File: config.mk
export PLATFORM = sky130hd
export DESIGN_NAME = acd_ctrl
export DESIGN_NICKNAME = d
export VERILOG_FILES = /design/src/acd_pkg.sv /design/src/acd_ctrl.sv
export VERILOG_INCLUDE_DIRS = /design/src /design/src/src
export SDC_FILE = /design/constraint.sdc
export NUM_CORES = 1
export LEC_CHECK = 0
export BUFFER_PORTS_ARGS = -buffer_cell sky130_fd_sc_hd__buf_4
export CORE_UTILIZATION = 54
export DETAILED_ROUTE_END_ITERATION = 6
export GPL_TIMING_DRIVEN = 0
export PLACE_DENSITY_LB_ADDON = 0.25
export SLEW_MARGIN = 20
export SYNTH_ARGS = -nofsm -noshare
export SYNTH_HDL_FRONTEND = slang
export SYNTH_SLANG_ARGS = --single-unit
File: constraint.sdc
create_clock -name clk -period 2.95 [get_ports clk]
set_input_delay 0.59 -clock clk [delete_from_list [all_inputs] [get_ports clk]]
set_output_delay 0.59 -clock clk [all_outputs]
set_load 0.005 [all_outputs]
File: src/assert_macros.svh
// ----------------------------------------------------------------------------
// Assertion macros
// Concurrent assertion shorthands; empty under synthesis.
// ----------------------------------------------------------------------------
`ifndef ASSERT_MACROS_SVH
`define ASSERT_MACROS_SVH
`ifndef SYNTHESIS
`define ACD_ASSERT(lbl, clk, rst_n, prop, msg) \
  lbl: assert property (@(posedge clk) disable iff (!rst_n) (prop)) else $error(msg);
`define ACD_NEVER(lbl, clk, rst_n, cond, msg) \
  lbl: assert property (@(posedge clk) disable iff (!rst_n) !(cond)) else $error(msg);
`else
`define ACD_ASSERT(lbl, clk, rst_n, prop, msg)
`define ACD_NEVER(lbl, clk, rst_n, cond, msg)
`endif
`endif

File: src/acd_pkg.sv
// ----------------------------------------------------------------------------
// acd_pkg
// Shared types, constants and AES inverse-cipher functions.
// ----------------------------------------------------------------------------
package acd_pkg;

  localparam int MAX_ROUNDS_DEF = 14;
  localparam int WIDX_W         = 6;   // word index into the key schedule
  localparam int ROW_W          = 4;   // round index
  localparam int CFG_IDX_W      = 3;
  localparam int CFG_DATA_W     = 64;

  localparam logic [CFG_IDX_W-1:0] REG_KEY0     = 3'd0;
  localparam logic [CFG_IDX_W-1:0] REG_KEY1     = 3'd1;
  localparam logic [CFG_IDX_W-1:0] REG_KEY2     = 3'd2;
  localparam logic [CFG_IDX_W-1:0] REG_KEY3     = 3'd3;
  localparam logic [CFG_IDX_W-1:0] REG_KEY_SIZE = 3'd4;

  localparam logic ACT_LOAD_IV = 1'b0;
  localparam logic ACT_DECRYPT = 1'b1;

  typedef logic [7:0] box_t [256];

  typedef struct packed {
    logic              exp_step;
    logic              exp_first;
    logic [WIDX_W-1:0] exp_idx;
    logic [2:0]        exp_j;      // word index modulo Nk
    logic              blk_load;
    logic              iv_load;
    logic [ROW_W-1:0]  rd_addr;
    logic              add_first;
    logic              round;
    logic              fin;
  } acd_cmd_t;

  typedef struct packed {
    logic [ROW_W-1:0] nr;
    logic [3:0]       nk;
  } acd_sts_t;

  function automatic logic [7:0] xt(input logic [7:0] a);
    return {a[6:0], 1'b0} ^ (a[7] ? 8'h1b : 8'h00);
  endfunction

  function automatic logic [7:0] gmul(input logic [7:0] a, input logic [7:0] b);
    logic [7:0] r;
    logic [7:0] x;
    r = '0;
    x = a;
    for (int i = 0; i < 8; i++) begin
      if (b[i]) r = r ^ x;
      x = xt(x);
    end
    return r;
  endfunction

  function automatic box_t gen_fwd();
    box_t       t;
    logic [7:0] base;
    logic [7:0] acc;
    int         e;
    for (int x = 0; x < 256; x++) begin
      base = 8'(x);
      acc  = 8'h01;
      e    = 254;
      while (e != 0) begin
        if (e % 2 == 1) acc = gmul(acc, base);
        base = gmul(base, base);
        e = e / 2;
      end
      t[x] = acc ^ {acc[6:0], acc[7]} ^ {acc[5:0], acc[7:6]} ^
             {acc[4:0], acc[7:5]} ^ {acc[3:0], acc[7:4]} ^ 8'h63;
    end
    return t;
  endfunction

  function automatic box_t gen_inv();
    box_t f;
    box_t t;
    f = gen_fwd();
    for (int x = 0; x < 256; x++) t[f[x]] = 8'(x);
    return t;
  endfunction

  localparam box_t FWD_BOX = gen_fwd();
  localparam box_t INV_BOX = gen_inv();

  function automatic logic [31:0] sub_word(input logic [31:0] w);
    return {FWD_BOX[w[31:24]], FWD_BOX[w[23:16]], FWD_BOX[w[15:8]], FWD_BOX[w[7:0]]};
  endfunction

  // byte k of the state sits at bits [127-8k -: 8]
  function automatic logic [127:0] inv_shift_sub(input logic [127:0] s);
    logic [127:0] t;
    for (int c = 0; c < 4; c++) begin
      for (int r = 0; r < 4; r++) begin
        t[127-8*(4*c+r) -: 8] = INV_BOX[s[127-8*(4*((c-r+4)%4)+r) -: 8]];
      end
    end
    return t;
  endfunction

  function automatic logic [127:0] inv_mix(input logic [127:0] s);
    logic [127:0] t;
    logic [7:0]   a0, a1, a2, a3;
    for (int c = 0; c < 4; c++) begin
      a0 = s[127-32*c -: 8];
      a1 = s[119-32*c -: 8];
      a2 = s[111-32*c -: 8];
      a3 = s[103-32*c -: 8];
      t[127-32*c -: 8] = gmul(a0, 8'd14) ^ gmul(a1, 8'd11) ^ gmul(a2, 8'd13) ^ gmul(a3, 8'd9);
      t[119-32*c -: 8] = gmul(a0, 8'd9) ^ gmul(a1, 8'd14) ^ gmul(a2, 8'd11) ^ gmul(a3, 8'd13);
      t[111-32*c -: 8] = gmul(a0, 8'd13) ^ gmul(a1, 8'd9) ^ gmul(a2, 8'd14) ^ gmul(a3, 8'd11);
      t[103-32*c -: 8] = gmul(a0, 8'd11) ^ gmul(a1, 8'd13) ^ gmul(a2, 8'd9) ^ gmul(a3, 8'd14);
    end
    return t;
  endfunction

endpackage

File: src/acd_ctrl.sv
// ----------------------------------------------------------------------------
// acd_ctrl
// Sequencer for key expansion and the inverse-cipher rounds.
// ----------------------------------------------------------------------------
`include "assert_macros.svh"

module acd_ctrl (
  input  logic                          clk,
  input  logic                          rst_n,
  input  logic                          cfg_we,
  input  logic [acd_pkg::CFG_IDX_W-1:0] cfg_index,
  input  logic                          in_valid,
  input  logic                          in_action,
  output logic                          in_ready,
  output logic                          out_valid,
  input  logic                          out_ready,
  input  acd_pkg::acd_sts_t             sts,
  output acd_pkg::acd_cmd_t             cmd
);
  import acd_pkg::*;

  typedef enum logic [4:0] {
    ST_IDLE   = 5'b00001,
    ST_EXPAND = 5'b00010,
    ST_ADDK   = 5'b00100,
    ST_ROUND  = 5'b01000,
    ST_FINAL  = 5'b10000
  } state_t;

  state_t            state_r, state_nxt;
  logic [WIDX_W-1:0] idx_r, idx_nxt;
  logic [2:0]        j_r, j_nxt;
  logic [ROW_W-1:0]  rnd_r, rnd_nxt;
  logic              out_valid_r, out_valid_nxt;
  logic              cfg_hit;

  assign cfg_hit  = cfg_we && (cfg_index <= REG_KEY_SIZE);
  assign in_ready = (state_r == ST_IDLE);
  assign out_valid = out_valid_r;

  always_comb begin
    state_nxt = state_r;
    idx_nxt   = idx_r;
    j_nxt     = j_r;
    rnd_nxt   = rnd_r;
    cmd       = '0;
    cmd.exp_idx = idx_r;
    cmd.exp_j   = j_r;
    out_valid_nxt = out_ready ? 1'b0 : out_valid_r;
    case (state_r)
      ST_IDLE: begin
        if (in_valid) begin
          if (in_action == ACT_DECRYPT) begin
            cmd.blk_load = 1'b1;
            cmd.rd_addr  = sts.nr;
            state_nxt    = ST_ADDK;
          end else begin
            cmd.iv_load = 1'b1;
          end
        end
      end
      ST_EXPAND: begin
        cmd.exp_step  = 1'b1;
        cmd.exp_first = (idx_r == '0);
        idx_nxt = idx_r + 1'b1;
        j_nxt   = ({1'b0, j_r} == sts.nk - 4'd1) ? 3'd0 : j_r + 3'd1;
        if (idx_r == {sts.nr, 2'b11}) state_nxt = ST_IDLE;
      end
      ST_ADDK: begin
        cmd.add_first = 1'b1;
        cmd.rd_addr   = sts.nr - 1'b1;
        rnd_nxt       = sts.nr - 1'b1;
        state_nxt     = ST_ROUND;
      end
      ST_ROUND: begin
        cmd.round   = 1'b1;
        cmd.rd_addr = rnd_r - 1'b1;
        rnd_nxt     = rnd_r - 1'b1;
        if (rnd_r == ROW_W'(1)) state_nxt = ST_FINAL;
      end
      ST_FINAL: begin
        if (!out_valid_r || out_ready) begin
          cmd.fin       = 1'b1;
          out_valid_nxt = 1'b1;
          state_nxt     = ST_IDLE;
        end
      end
      default: state_nxt = ST_IDLE;
    endcase
    // a write to a key or key-size register restarts the key schedule
    if (cfg_hit) begin
      state_nxt = ST_EXPAND;
      idx_nxt   = '0;
      j_nxt     = '0;
    end
  end

  always_ff @(posedge clk) begin
    if (!rst_n) begin
      state_r     <= ST_IDLE;
      idx_r       <= '0;
      j_r         <= '0;
      rnd_r       <= '0;
      out_valid_r <= 1'b0;
    end else begin
      state_r     <= state_nxt;
      idx_r       <= idx_nxt;
      j_r         <= j_nxt;
      rnd_r       <= rnd_nxt;
      out_valid_r <= out_valid_nxt;
    end
  end

  `ACD_NEVER(a_rdy_busy, clk, rst_n, in_ready && (state_r != ST_IDLE), "ready while busy")
  `ACD_ASSERT(a_cfg_exp, clk, rst_n, cfg_hit |=> (state_r == ST_EXPAND), "no key expansion")
  `ACD_NEVER(a_rnd_zero, clk, rst_n, (state_r == ST_ROUND) && (rnd_r == '0), "round zero")
  `ACD_ASSERT(a_fin_out, clk, rst_n, cmd.fin |=> out_valid_r, "result lost")

endmodule

==> results of run 1 <==
[synthesized netlist by cell type, types with 2 or more instances]
cell type / number
sky130_fd_sc_hd__dfxtp_1: 19
sky130_fd_sc_hd__nor2_1: 14
sky130_fd_sc_hd__nand2_1: 13
sky130_fd_sc_hd__xnor2_1: 12
sky130_fd_sc_hd__inv_1: 11
sky130_fd_sc_hd__xor2_1: 8
sky130_fd_sc_hd__ha_1: 7
sky130_fd_sc_hd__nor3_1: 6
sky130_fd_sc_hd__a21oi_1: 5
sky130_fd_sc_hd__nor2b_1: 5
sky130_fd_sc_hd__nand3_1: 4
sky130_fd_sc_hd__nand3b_2: 3
sky130_fd_sc_hd__a21o_1: 2
sky130_fd_sc_hd__a31oi_1: 2
sky130_fd_sc_hd__and2_1: 2
sky130_fd_sc_hd__clkbuf_1: 2
sky130_fd_sc_hd__nand2b_1: 2
sky130_fd_sc_hd__nor3b_1: 2
sky130_fd_sc_hd__o21ai_1: 2
sky130_fd_sc_hd__o22ai_1: 2
sky130_fd_sc_hd__or3b_1: 2
[cell type report]
| cell class | count | area share [%] |
|---|---|---|
| clock buffer | 4 | 1.687 |
| sequential | 19 | 24.42 |
| tap | 27 | 2.169 |
| timing repair buffer | 37 | 17.83 |
| inverter | 12 | 2.892 |
| multi-input combinational | 111 | 49.80 |
| buffer | 3 | 1.205 |
[metal layers]
metal  part of all wire (%)  vias up  global-route usage (%)
li1                       -      578                       -
met1                     41      537                   29.06
met2                     53       37                   46.85
met3                    3.6       10                   4.012
met4                    2.7        0                   9.524
met5                      0        -                       0
[power groups by stage]
stage | logic (mW) | registers [mW] | clock network [mW]
finish | 0.136 | 0.278 | 0.135
global route | 0.150 | 0.279 | 0.152
CTS | 0.137 | 0.278 | 0.135
detailed placement | 0.136 | 0.283 | 0
global placement | 0.130 | 0.283 | 0
floorplan | 0.0811 | 0.281 | 0
[final timing paths]
check | start | to | cells past startpoint
max | state_r[3] | cmd[5] | 6
min | out_valid | out_valid | 2
max reg2reg | rnd_r[0] | state_r[4] | 6
min reg2reg | out_valid | out_valid | 2
[cell families (layout without fill, tap and decap cells)]
family | after synthesis | after routing | share of synthesized area, %
AO/OA/AOI/OAI | 22 | 22 | 12.51
XOR/XNOR | 20 | 20 | 14.36
adder cells (fa/ha/maj) | 7 | 7 | 7.179
buffers and inverters | 15 | 56 | 5.231
flip-flops | 19 | 19 | 31.18
multiplexers | 1 | 1 | 0.8205
AND/OR/NAND/NOR | 61 | 61 | 28.72
[placed cells by master, fill, tap and decap left out, drive strengths merged]
cell and instances:
a211o 1, a21boi 1, a21o 2, a21oi 5, a221oi 1, a31o 1, a31oi 2, and2 2
and3 1, buf 38, clkbuf 6, dfxtp 19, ha 7, inv 12, mux2i 1, nand2 13
nand2b 2, nand3 4, nand3b 4, nand4 1, nand4b 2, nor2 14, nor2b 5, nor3 8
nor3b 2, nor4 1, o211ai 1, o21ai 3, o221ai 1, o22ai 2, o311ai 1, o41ai 1
or3b 2, xnor2 12, xor2 8
[worst max-delay path, delay by kind of cell (launching register included)]
kind	cells	cell delay [ns]
buf+inv	1	0.14
simple gates	3	0.79
compound gates	2	0.20
flops	1	0.38
[state kept, by name, summed over array words and instances, names as in the netlist]
register / flops
j_r: 3
idx_r: 6
rnd_r: 4
out_valid: 1
state_r: 5
[per-stage QoR]
| stage | hold WS [ns] | setup slack, ns | instances | instance area (um2) |
|---|---|---|---|---|
| after floorplan | 0.4783 | 1.131 | 145 | 1220 |
| after global placement | 0.4763 | 0.8177 | 209 | 1531 |
| after detailed placement | 0.4929 | 0.8033 | 209 | 1531 |
| after CTS | 0.5120 | 0.5389 | 213 | 1558 |
| after global routing | 0.5531 | 0.3439 | 213 | 1558 |
| final | 0.5066 | 0.5503 | 213 | 1558 |
==> flow_summary.json, run 1 <==
{
  "grt_pass1_wl_mm": 4.809,
  "ctsLongestPathBuffers": 2,
  "critical_path.endpoint_type": "output port",
  "netlist-cell-type-count": 41,
  "num_vias": 1162,
  "finalCritPeriodShare_pct": 81.35,
  "post-route-drc-count": 0,
  "floorplan.initialDensity_pct": 59.74,
  "core_um2": 2042,
  "yosysWarningCount": 0,
  "largest_net_degree_at_the_start_of_global_routing": 11,
  "worst_slew_margin_rel_pct": 72.66,
  "place.port_buffers": 37,
  "p_clk_share_pct": 24.7,
  "grtUsageTotal_pct": 25.47,
  "antenna_found_initial": 0,
  "gp_congestion": 0.7621,
  "number_of_violations_reported_at_the_end_of_detailed_routing_iteration_0": 14,
  "design.die.area_um2": 2453,
  "post_cts_hold_buffer_count": 0,
  "post-route-util_pct": 76.29,
  "seqPwrFrac_pct": 50.6,
  "combinational_group_share_of_total_power_pct": 24.8,
  "cts_max_level": 1,
  "dp.final_hpwl_mm": 2.181,
  "critical_path.max_fanout": 6,
  "grt_pass1_vias": 1137,
  "drt_first_pass_iters": 4,
  "period_needed_ns": 2.400,
  "postSynth.asyncResetShare_pct": 0,
  "standard_cell_row_count": 16,
  "multi_input_comb_area_um2": 775.7,
  "post-synth-top-area-fraction_pct": 31.18,
  "max-vdd-ir-drop_mv": 0.2787,
  "fp.dieW_um": 49.53,
  "sw_frac_of_total_pct": 29.37,
  "post_synth_inst_count": 145,
  "path_clk_slew_ns": 0.10,
  "detail_route.vias_per_cell": 5.455,
  "slew_violations": 0,
  "postRouteAntennaNets": 0,
  "post_synth.cell_area_avg_um2": 8.413,
  "library_cell_with_the_largest_summed_area_after_synthesis": "sky130_fd_sc_hd__dfxtp_1",
  "worstPathRequired_ns": 2.36,
  "totalNegativeSetupSlack_ns": 0,
  "post_synth_main_area_contributors": "sky130_fd_sc_hd__dfxtp_1 (31%), sky130_fd_sc_hd__xnor2_1 (8.6%), sky130_fd_sc_hd__ha_1 (7.2%)",
  "die_height_um": 49.53,
  "post-cts-setup-buffer-count": 0,
  "numClockSinks": 19,
  "finalSetupViolCount": 0,
  "drive_above_1_share_pct": 26.88,
  "area.growth.synth_to_final_pct": 27.69,
  "fillers": 167,
  "wl_per_cell_um": 13.00,
  "seq_area_frac_synth_pct": 31.18,
  "drt-total-wl_mm": 2.769,
  "max_cap_viol_count": 0,
  "worst_path_max_delay_cell": "sky130_fd_sc_hd__dfxtp_1",
  "timing.critical_path.arrival_ns": 1.81,
  "worstPathCellList": "nor3_2 > nand3b_2 > nor2b_1 > o21ai_1 > o221ai_1 > buf_4",
  "tritoncts.num_buffers": 3,
  "hold_viol_final": 0,
  "synth_flop_cell": "sky130_fd_sc_hd__dfxtp_1",
  "grt.overflow.total": 0,
  "max_stage_delay_ns": 0.38,
  "crit_path_start_kind": "register",
  "timing.fmax_mhz": 416.7,
  "cellInternalPower_mw": 0.3879,
  "num_antenna_cells": 0,
  "worst_hold_path_type": "reg -> reg",
  "synth_area_um2": 1220,
  "outcome": "complete, no violations",
  "worst_clock_skew_ns": 0.009207,
  "ff2ff_setup_slack_ns": 1.14,
  "rsz0062_at_grt": "false",
  "power_density_nw_per_um2": 352.5,
  "ys_ff_latch": 19,
  "clock_insertion_delay_worst_skew_ns": 0.30,
  "switchingPower_mw": 0.1613,
  "finalPower_mw": 0.5492,
  "final-seq-area_um2": 380.4,
  "post_cts_resized": 0,
  "root_buffer": "sky130_fd_sc_hd__clkbuf_4",
  "floorplan.io_pins": 39,
  "design.final.nets": 211,
  "synth_enable_flop_cells": 0,
  "cts_tree": "built",
  "critical_path_class": "reg -> out",
  "cellLeakagePower_nw": 0.7228,
  "worst-slew-pin-transition_ns": 0.4048,
  "mappedNetlistNets": 169
}
Note: power is estimated with default switching activity, not from simulation.
==> run 2, diff against run 1 <==
Settings changed: CORE_UTILIZATION 54 to 45.
Clock period 2.95 ns to 2.1 ns, I/O delays scaled along.
==> flow_summary.json, run 2 (same netlist as run 1, synthesis figures left out) <==
{
  "sw_frac_of_total_pct": 29.47,
  "worst_slew_margin_rel_pct": 72.39,
  "postRouteAntennaNets": 0,
  "mostFrequentLayoutCells": "sky130_fd_sc_hd__buf_4 (38), sky130_fd_sc_hd__dfxtp_1 (15), sky130_fd_sc_hd__nor2_1 (13), sky130_fd_sc_hd__nand2_1 (13), sky130_fd_sc_hd__xnor2_1 (12)",
  "combinational_group_share_of_total_power_pct": 26.4,
  "largest_register_ffs": 6,
  "numClockSinks": 19,
  "drt-total-wl_mm": 2.632,
  "finalSetupViolCount": 0,
  "max_cap_viol_count": 0,
  "largest_net_degree_at_the_start_of_global_routing": 12,
  "critical_path_class": "reg -> out",
  "grt_pass1_wl_mm": 4.043,
  "core_um2": 2522,
  "crit_family": "flip-flops",
  "p_clk_share_pct": 23.3,
  "seqPwrFrac_pct": 50.4,
  "worstSetupStartpoint": "state_r[2]",
  "power_density_nw_per_um2": 482.7,
  "timing.critical_path.to": "cmd[4]",
  "worst_clock_skew_ns": 0.002900,
  "wl_per_cell_um": 12.19,
  "fp.dieW_um": 54.07,
  "number_of_violations_reported_at_the_end_of_detailed_routing_iteration_0": 10,
  "final-instance-count-excl-fill": 216,
  "cts_max_level": 1,
  "floorplan.initialDensity_pct": 48.36,
  "max_stage_delay_ns": 0.37,
  "drive_above_1_share_pct": 32.26,
  "worstPathRequired_ns": 1.68,
  "tritoncts.num_buffers": 3,
  "reg.largest.list": "idx_r (6), state_r (5), rnd_r (4)",
  "post_cts_hold_buffer_count": 0,
  "dp.final_hpwl_mm": 2.053,
  "ff2ff_setup_slack_ns": 0.31,
  "floorplan.io_pins": 39,
  "area.growth.synth_to_final_pct": 33.44,
  "critical_path.endpoint_type": "output port",
  "placedCellCount": 212,
  "outcome": "complete, no violations",
  "post-route-util_pct": 64.53,
  "grt_pass1_vias": 911,
  "num_vias": 1115,
  "die_height_um": 54.07,
  "drt_first_pass_iters": 4,
  "timing.critical_path.arrival_ns": 1.61,
  "max-vdd-ir-drop_mv": 0.3228,
  "period_needed_ns": 2.030,
  "standard_cell_row_count": 18,
  "switchingPower_mw": 0.2316,
  "antenna_found_initial": 0,
  "num_antenna_cells": 0,
  "worst-slew-pin-transition_ns": 0.4088,
  "worstPathCellList": "nor3_4 > nand3b_4 > buf_6 > o22ai_1 > a21o_1 > buf_4",
  "crit_path_buffers_inverters": 2,
  "timing.fmax_mhz": 492.6,
  "timing.reg2reg.worst_path_depth": 6,
  "grt.overflow.total": 0,
  "slew_violations": 0,
  "postLayoutSetupSlackWorst_ns": 0.07006,
  "finalCritPeriodShare_pct": 96.66,
  "most_common_cell_after_layout_fill_and_taps_aside": "sky130_fd_sc_hd__buf_4",
  "design.final.nets": 211,
  "hold_viol_final": 0,
  "cts_tree": "built",
  "worst_hold_path_type": "in -> reg",
  "finalPower_mw": 0.7858,
  "r2r_end": "state_r[4]",
  "crit_cells": 6,
  "place.port_buffers": 37,
  "critical_path.max_fanout": 10,
  "largest_register": "idx_r",
  "design.die.area_um2": 2923,
  "cellInternalPower_mw": 0.5542,
  "dp_worst_setup_slack_ns": 0.1744,
  "root_buffer": "sky130_fd_sc_hd__clkbuf_4",
  "rsz0062_at_grt": "true",
  "ctsLongestPathBuffers": 2,
  "clock_insertion_delay_worst_skew_ns": 0.29,
  "worst_path_max_delay_cell": "sky130_fd_sc_hd__dfxtp_2",
  "path_clk_slew_ns": 0.11,
  "cellLeakagePower_nw": 0.7720,
  "gp_congestion": 0.7139,
  "crit_path_start_kind": "register",
  "grtUsageTotal_pct": 19.10,
  "post-route-drc-count": 0,
  "totalNegativeSetupSlack_ns": 0,
  "detail_route.vias_per_cell": 5.162,
  "crit-reg2reg-launch": "rnd_r[0]"
}
## run 2: cell types whose count changed in the layout (fill, tap and decap cells not counted), moves of 2 or more
cell                       change
sky130_fd_sc_hd__clkbuf_1      -2
sky130_fd_sc_hd__dfxtp_1       -4
sky130_fd_sc_hd__dfxtp_2       +4
sky130_fd_sc_hd__nand3b_2      -3
sky130_fd_sc_hd__nand3b_4      +3
## run 2: worst min-delay path by stage
stage          cells after the start      start  slack (ns)         to
5_1_grt                            3  out_ready        0.40  out_valid
6_report                           3  out_ready        0.41  out_valid
4_1_cts                            3  out_ready        0.41  out_valid
3_5_place_dp                       2     j_r[1]        0.51     j_r[1]
2_1_floorplan                      2  out_valid        0.48  out_valid
3_3_place_gp                       2  out_valid        0.48  out_valid
## run 2: through the flow
stage	hold WS, ns	cell area [um2]
final	0.4107	1628
after CTS	0.4145	1574
after global placement	0.4792	1535
after global routing	0.3971	1628
after floorplan	0.4783	1220
after detailed placement	0.5054	1535
## run 2: worst register-to-register path, delay by kind of cell, from the launching register on
| kind | cells | cell delay (ns) |
|---|---|---|
| fa+ha+maj | 1 | 0.17 |
| flops | 1 | 0.44 |
| simple gates | 3 | 0.86 |
| compound gates | 2 | 0.27 |
## run 2: timing repair
| action | in CTS | in global routing |
|---|---|---|
| setup buffers | 1 | 0 |
| cloned | 0 | 0 |
| resized for setup | 2 | 12 |
| endpoints found under the setup margin | 5 | 5 |
| pin swaps | 1 | 2 |
## run 2: metal layers
| metal | part of all wire, % | up-vias | routed length, um | GRT usage, % |
|---|---|---|---|---|
| li1 | - | 577 | - | - |
| met5 | 0 | - | 0 | 0 |
| met3 | 4.0 | 2 | 105 | 2.542 |
| met1 | 44 | 516 | 1157 | 24.87 |
| met2 | 52 | 20 | 1356 | 32.72 |
| met4 | 0.49 | 0 | 13 | 5.128 |
## run 2: cell type report
cell class	instances	area, um2
clock buffers	3	22.52
clock inverters	1	5.005
plain buffers	2	15.01
inverters	12	47.55
repair buffers	38	285.3
fillers	226	894.6
well taps	30	37.54
flip-flops and latches	19	385.4
multi-input cells	111	829.5
## run 2: power by group through the flow
stage               Clock (mW)  Combinational [mW]  Sequential [mW]
floorplan                    0               0.114            0.395
global placement             0               0.184            0.397
detailed placement           0               0.189            0.399
CTS                      0.190               0.197            0.391
global route             0.205               0.229            0.399
finish                   0.183               0.207            0.396
==> run 3, diff against run 2 <==
Settings changed: GPL_TIMING_DRIVEN 0 to default.
==> flow_summary.json, run 3 (same netlist as run 1, synthesis figures left out) <==
{
  "grt_pass1_wl_mm": 4.512,
  "path_clk_slew_ns": 0.11,
  "hold_viol_final": 0,
  "cellLeakagePower_nw": 0.7923,
  "critical_path.max_fanout": 10,
  "postRouteAntennaNets": 0,
  "max-vdd-ir-drop_mv": 0.4498,
  "max_cap_viol_count": 0,
  "number_of_violations_reported_at_the_end_of_detailed_routing_iteration_0": 35,
  "cts_tree": "built",
  "mostFrequentLayoutCells": "sky130_fd_sc_hd__buf_4 (44), sky130_fd_sc_hd__dfxtp_1 (17), sky130_fd_sc_hd__nor2_1 (13), sky130_fd_sc_hd__nand2_1 (13), sky130_fd_sc_hd__xnor2_1 (12)",
  "num_antenna_cells": 0,
  "fillers": 223,
  "multi_input_comb_area_um2": 829.5,
  "crit_path_start_kind": "register",
  "cts_max_level": 1,
  "design.final.nets": 216,
  "crit-reg2reg-launch": "rnd_r[0]",
  "numClockSinks": 19,
  "fin_worst_hold_slack_ns": 0.3606,
  "rsz0062_at_grt": "true",
  "design.die.area_um2": 2923,
  "worst_hold_path_type": "in -> reg",
  "floorplan.initialDensity_pct": 48.36,
  "tritoncts.num_buffers": 3,
  "worst-slew-pin-transition_ns": 0.3949,
  "root_buffer": "sky130_fd_sc_hd__clkbuf_4",
  "floorplan.io_pins": 39,
  "outcome": "complete, no violations",
  "grtUsageTotal_pct": 21.79,
  "drt-total-wl_mm": 2.966,
  "worst_slew_margin_rel_pct": 73.33,
  "grt.overflow.total": 0,
  "ctsLongestPathBuffers": 2,
  "largest_net_degree_at_the_start_of_global_routing": 13,
  "worstHoldStart": "rst_n",
  "post_cts_hold_buffer_count": 0,
  "die_height_um": 54.07,
  "antenna_found_initial": 0,
  "standard_cell_row_count": 18,
  "final-seq-area_um2": 382.9,
  "dp_worst_setup_slack_ns": 0.2544,
  "largest_register": "idx_r",
  "largest_register_ffs": 6,
  "whs_endpoint": "state_r[0]",
  "reg.largest.list": "idx_r (6), state_r (5), rnd_r (4)",
  "postLayoutSetupSlackWorst_ns": 0.08036,
  "finalSetupViolCount": 0,
  "fp.dieW_um": 54.07,
  "finalCritPeriodShare_pct": 96.17,
  "finalPower_mw": 0.8110,
  "place.port_buffers": 38,
  "area.growth.synth_to_final_pct": 35.69,
  "num_vias": 1189,
  "dp.final_hpwl_mm": 2.095,
  "period_needed_ns": 2.020,
  "most_common_cell_after_layout_fill_and_taps_aside": "sky130_fd_sc_hd__buf_4",
  "grt_pass1_vias": 1021,
  "gp_congestion": 0.7732,
  "timing.critical_path.arrival_ns": 1.60,
  "worst_hold_path.num_cells": 2,
  "detail_route.vias_per_cell": 5.380,
  "core_um2": 2522,
  "timing.fmax_mhz": 495.1,
  "clock_insertion_delay_worst_skew_ns": 0.31,
  "r2r_end": "state_r[4]",
  "drive_above_1_share_pct": 34.03,
  "drt_first_pass_iters": 4,
  "power_density_nw_per_um2": 489.9,
  "post-route-util_pct": 65.63,
  "timing.reg2reg.worst_path_depth": 6,
  "slew_violations": 0,
  "critical_path.endpoint_type": "output port",
  "wl_per_cell_um": 13.42,
  "post-route-drc-count": 0,
  "critical_path_class": "reg -> out",
  "ff2ff_setup_slack_ns": 0.24,
  "worst_clock_skew_ns": 0.001644,
  "worstPathRequired_ns": 1.68
}
run 3: how the worst max path moves through the flow:
| stage | start | to | slack, ns | cells after the start |
|---|---|---|---|---|
| floorplan | state_r[4] | cmd[5] | 0.48 | 5 |
| global placement | state_r[3] | cmd[5] | 0.28 | 6 |
| detailed placement | state_r[4] | cmd[5] | 0.25 | 6 |
| CTS | state_r[3] | cmd[5] | 0.001 | 6 |
| global route | state_r[3] | cmd[18] | -0.003 | 5 |
| finish | state_r[3] | cmd[18] | 0.08 | 5 |
run 3: power by group:
part | leakage, nW | total [mW] | switching (mW) | internal [mW]
logic | 0.620 | 0.227 | 0.106 | 0.120
clock network | 0.0177 | 0.192 | 0.120 | 0.0712
registers | 0.155 | 0.393 | 0.0203 | 0.372
run 3: layout make-up:
type | instances | area share [%]
inverters | 12 | 2.872
multi-input cells | 112 | 50.11
clock buffers | 3 | 1.361
repair buffers | 44 | 19.95
well taps | 30 | 2.268
flip-flops and latches | 19 | 23.13
clock inverters | 1 | 0.3023
run 3: repair_timing:
action | CTS | global route
gates resized for setup | 4 | 7
setup buffers | 0 | 5
pin swaps | 0 | 2
endpoints found under the setup margin | 4 | 6
gates cloned | 0 | 1
run 3: metal layers:
| layer | global-route usage [%] | wire length (um) | part of all wire, % |
|---|---|---|---|
| met1 | 27.38 | 1323 | 45 |
| met2 | 35.60 | 1429 | 48 |
| met3 | 6.215 | 171 | 5.8 |
| met4 | 6.838 | 42 | 1.4 |
| met5 | 0 | 0 | 0 |
run 3: critical path, cell delays in order (launching register included):
cell and delay, ns:
sky130_fd_sc_hd__dfxtp_2 0.40, sky130_fd_sc_hd__nor3_4 0.23, sky130_fd_sc_hd__nand3b_2 0.21, sky130_fd_sc_hd__inv_4 0.18, sky130_fd_sc_hd__and3_1 0.17, sky130_fd_sc_hd__buf_4 0.10
run 3: per-stage QoR:
stage                      TNS [ns]  instances  area (um2)
after floorplan                   0        145        1220
after global placement            0        211        1531
after detailed placement          0        211        1531
after CTS                         0        215        1578
after global routing      -0.003015        221        1655
final                             0        221        1655
